--- config.mk ---
export PLATFORM = sky130hd
export DESIGN_NAME = frg_window
export DESIGN_NICKNAME = d
export VERILOG_FILES = /design/src/rtl/core/frg_window.sv
export SDC_FILE = /design/constraint.sdc
export NUM_CORES = 1
export LEC_CHECK = 0
export BUFFER_PORTS_ARGS = -buffer_cell sky130_fd_sc_hd__buf_2
export CORE_MARGIN = 4
export CORE_UTILIZATION = 50
export CTS_CLUSTER_SIZE = 16
export DETAILED_ROUTE_END_ITERATION = 10
export PLACE_DENSITY = 0.65
export SLEW_MARGIN = 30
export SYNTH_ARGS = -nofsm -noshare
export SYNTH_HDL_FRONTEND = slang
export SYNTH_SLANG_ARGS = --single-unit
--- constraint.sdc ---
create_clock -name clk_i -period 38.9 [get_ports clk_i]
set_input_delay 11.67 -clock clk_i [delete_from_list [all_inputs] [get_ports clk_i]]
set_output_delay 11.67 -clock clk_i [all_outputs]
set_load 0.05 [all_outputs]
--- src/rtl/core/frg_window.sv ---
// 3x3 window registers and the full weighting sum (result scaled by 16).
`timescale 1ns / 1ps
`default_nettype none

module frg_window #(
  parameter int unsigned SAMPLE_WIDTH = 24
) (
  input  wire logic                           clk_i,
  input  wire logic                           adv_i,
  input  wire logic signed [SAMPLE_WIDTH-1:0] older_i,
  input  wire logic signed [SAMPLE_WIDTH-1:0] prev_i,
  input  wire logic signed [SAMPLE_WIDTH-1:0] sample_i,
  output logic      signed [SAMPLE_WIDTH+3:0] sum_o
);

  localparam int unsigned OW = SAMPLE_WIDTH + 4;

  // Columns c-2 and c-1 of rows r-2, r-1 and r
  logic signed [SAMPLE_WIDTH-1:0] w_q [6];
  logic signed [OW-1:0] centre, edges, corners;

  always_ff @(posedge clk_i) begin
    if (adv_i) begin
      w_q[0] <= w_q[1];
      w_q[1] <= older_i;
      w_q[2] <= w_q[3];
      w_q[3] <= prev_i;
      w_q[4] <= w_q[5];
      w_q[5] <= sample_i;
    end
  end

  // 4*centre + 2*edges + corners
  always_comb begin
    centre  = OW'(w_q[3]);
    edges   = OW'(w_q[1]) + OW'(w_q[5]) + OW'(w_q[2]) + OW'(prev_i);
    corners = OW'(w_q[0]) + OW'(older_i) + OW'(w_q[4]) + OW'(sample_i);
    sum_o   = (centre <<< 2) + (edges <<< 1) + corners;
  end

endmodule

`default_nettype wire

==> metrics.cfg <==
[global_route]
first_pass_grt_wire_length_um=33600
globalRoute.totalOverflow=0
gr-usage-met3_pct=3.13
grt_use_met1_pct=24.7
grt_pass1_vias=6868
global_route_usage_sum_pct=18.1
grt_antenna_before_repair=0
busiest_layer=met2
global_route.usage.met2_pct=30.0
maximum_number_of_pins_on_one_net_before_global_route_repair=74

[floorplanning]
die_h_um=154
ioPinCount=102
die_area_um2=23800
initial_core_util_pct=50.9
die_x_um=154
core_area_um2=21000
placement_rows=53

[yosys]
synth_area_per_cell_um2=12.5
mappedNetlistNets=1139
synth_ff_type=sky130_fd_sc_hd__edfxtp_1
yosys_warnings=0
synthesis.instances=858
post_synth_edffs=144
ys_async_sr_fraction_pct=0
ys_types=46
synth_seq_cells=144
yosysSeqAreaShare_pct=40.4
synthesis.area_um2=10700

[timing]
worst_slew_margin_rel_pct=54.4
finalCritPeriodShare_pct=77.9
whs_ns=0.438
final.setup.tns_ns=0
worst_pin_slew_ns=0.684
drv_slew=0
finalSetupViolations=0
finalHoldViolCount=0
fin_skew_ns=0.00847
fin_crit_ns=30.31
timing.fmax_mhz=33.0
grt_setup_unrepaired=false

[routing]
route.detailed.wl_per_inst_um=15.5
via_count=6175
detail_route.vias_per_cell=4.87
drtAntennaViolNets=0
drt_iter0_drc=276
route.final.wire_length_um=19700
detailedRoute.firstPassIterationCount=4
route.detailed.drc=0

[worst_setup_path]
path_common_cell=sky130_fd_sc_hd__fa_1
cp.depth=28
cpLargestDelayFamily=adder cells
critical_path.max_stage_delay_ns=0.55
crit_path_max_fanout=7
critical_path_arrival_ns=18.64
setup.worst_path.class=input port to output port
cp.required_ns=27.23
buf_inv_on_cp=5
crit_path_top_delay_cell=sky130_fd_sc_hd__fa_1
start_kind=input port
depth_of_the_worst_register_to_register_path=0
crit_path_end_kind=output port

[clock_tree]
cts_sinks=144
buffers_inserted_during_post_cts_setup_optimization=0
post_cts_resized=0
clk_path_buf_depth=2
cts.root.buffer_cell=sky130_fd_sc_hd__clkbuf_16
worst_skew_pair.late_latency_ns=0.44
numCtsBuffers=17
cts.reportedPaths.clkPinSlew_ns=0.06
tritoncts=done
postCtsHoldBufs=0
h-tree-depth=4

[placement]
dp_hpwl_um=16000
placement.io_buffers=101
gp_routability_congestion=0.796

[finish]
insertedDiodeCount=0
largestRegisters=w_q x144
final_common_cell=sky130_fd_sc_hd__inv_1
drive_gt1_share_pct=15.1
registers.top_by_ff_count=w_q
commonest_cells_after_routing_fill_and_taps_aside=sky130_fd_sc_hd__inv_1 (258), sky130_fd_sc_hd__fa_1 (152), sky130_fd_sc_hd__edfxtp_1 (144), sky130_fd_sc_hd__buf_2 (100), sky130_fd_sc_hd__ha_1 (55)
area.growth.synth_to_final_pct=14.2
design.final.nets=1261
largest_register_ffs=144

[worst_hold_path]
holdCritPathClass=flop to flop
worstHoldPathCells=0

[outcome]
status=completed

[job]
maxCapViolations=0

==> stage by stage <==
| stage | std cells | cell area [um^2] | util (%) | setup slack (ns) |
|---|---|---|---|---|
| floorplan | 858 | 10700 | - | 8.87 |
| global placement | 1235 | 11600 | 55.0 | 8.69 |
| detailed placement | 1235 | 11600 | 55.0 | 8.58 |
| CTS | 1266 | 12200 | 58.0 | 8.56 |
| global route | 1267 | 12200 | 58.1 | 8.20 |
| finish | 1267 | 12200 | 58.1 | 8.59 |
==> metal layers <==
metal	wire length (um)	share of wire [%]
met5	0	0
met4	284	1.4
met3	843	4.3
met2	9710	49
met1	8850	45
==> worst paths after layout <==
kind,slack [ns],endpoint,from
min,0.44,w_q[0][7],w_q[1][7]
max,8.59,sum_o[26],prev_i[2]
min reg2reg,0.44,w_q[0][7],w_q[1][7]
max reg2reg,38.14,w_q[2][17],w_q[3][17]
==> cell families (layout without fill, tap and decap cells) <==
family | after synthesis | after routing | synth area share [%]
buffers and inverters | 258 | 392 | 9.05
adders and majority gates | 207 | 207 | 34.9
DFF | 144 | 144 | 40.4
AOI/OAI and AO/OA | 119 | 119 | 7.95
and+or+nand+nor | 80 | 80 | 3.64
xor gates and xnor gates | 50 | 50 | 4.09
==> area by class of cell <==
type | instances | area, um^2
clock inverter | 11 | 189
inverter | 258 | 968
timing repair buffer | 103 | 547
tap | 275 | 344
sequential | 144 | 4320
fill | 1735 | 8800
multi-input combinational | 456 | 5410
clock buffer | 20 | 437
==> cell usage after synthesis (4+ instances only) <==
cell | n | area, um^2
sky130_fd_sc_hd__a211oi_1 | 4 | 30.0
sky130_fd_sc_hd__a21o_1 | 19 | 143
sky130_fd_sc_hd__a21oi_1 | 30 | 150
sky130_fd_sc_hd__a31oi_1 | 4 | 25.0
sky130_fd_sc_hd__and3_1 | 5 | 31.3
sky130_fd_sc_hd__edfxtp_1 | 144 | 4320
sky130_fd_sc_hd__fa_1 | 152 | 3040
sky130_fd_sc_hd__ha_1 | 55 | 688
sky130_fd_sc_hd__inv_1 | 258 | 968
sky130_fd_sc_hd__nand2_1 | 20 | 75.1
sky130_fd_sc_hd__nand2b_1 | 5 | 31.3
sky130_fd_sc_hd__nand3_1 | 6 | 30.0
sky130_fd_sc_hd__nor2_1 | 20 | 75.1
sky130_fd_sc_hd__nor3_1 | 11 | 55.1
sky130_fd_sc_hd__o21a_1 | 12 | 90.1
sky130_fd_sc_hd__o21ai_0 | 15 | 75.1
sky130_fd_sc_hd__o21bai_1 | 4 | 30.0
sky130_fd_sc_hd__xnor2_1 | 32 | 280
sky130_fd_sc_hd__xor2_1 | 18 | 158
Power is not shown: default switching activity piles up to over one toggle a cycle in this logic, so the estimate is an artifact.
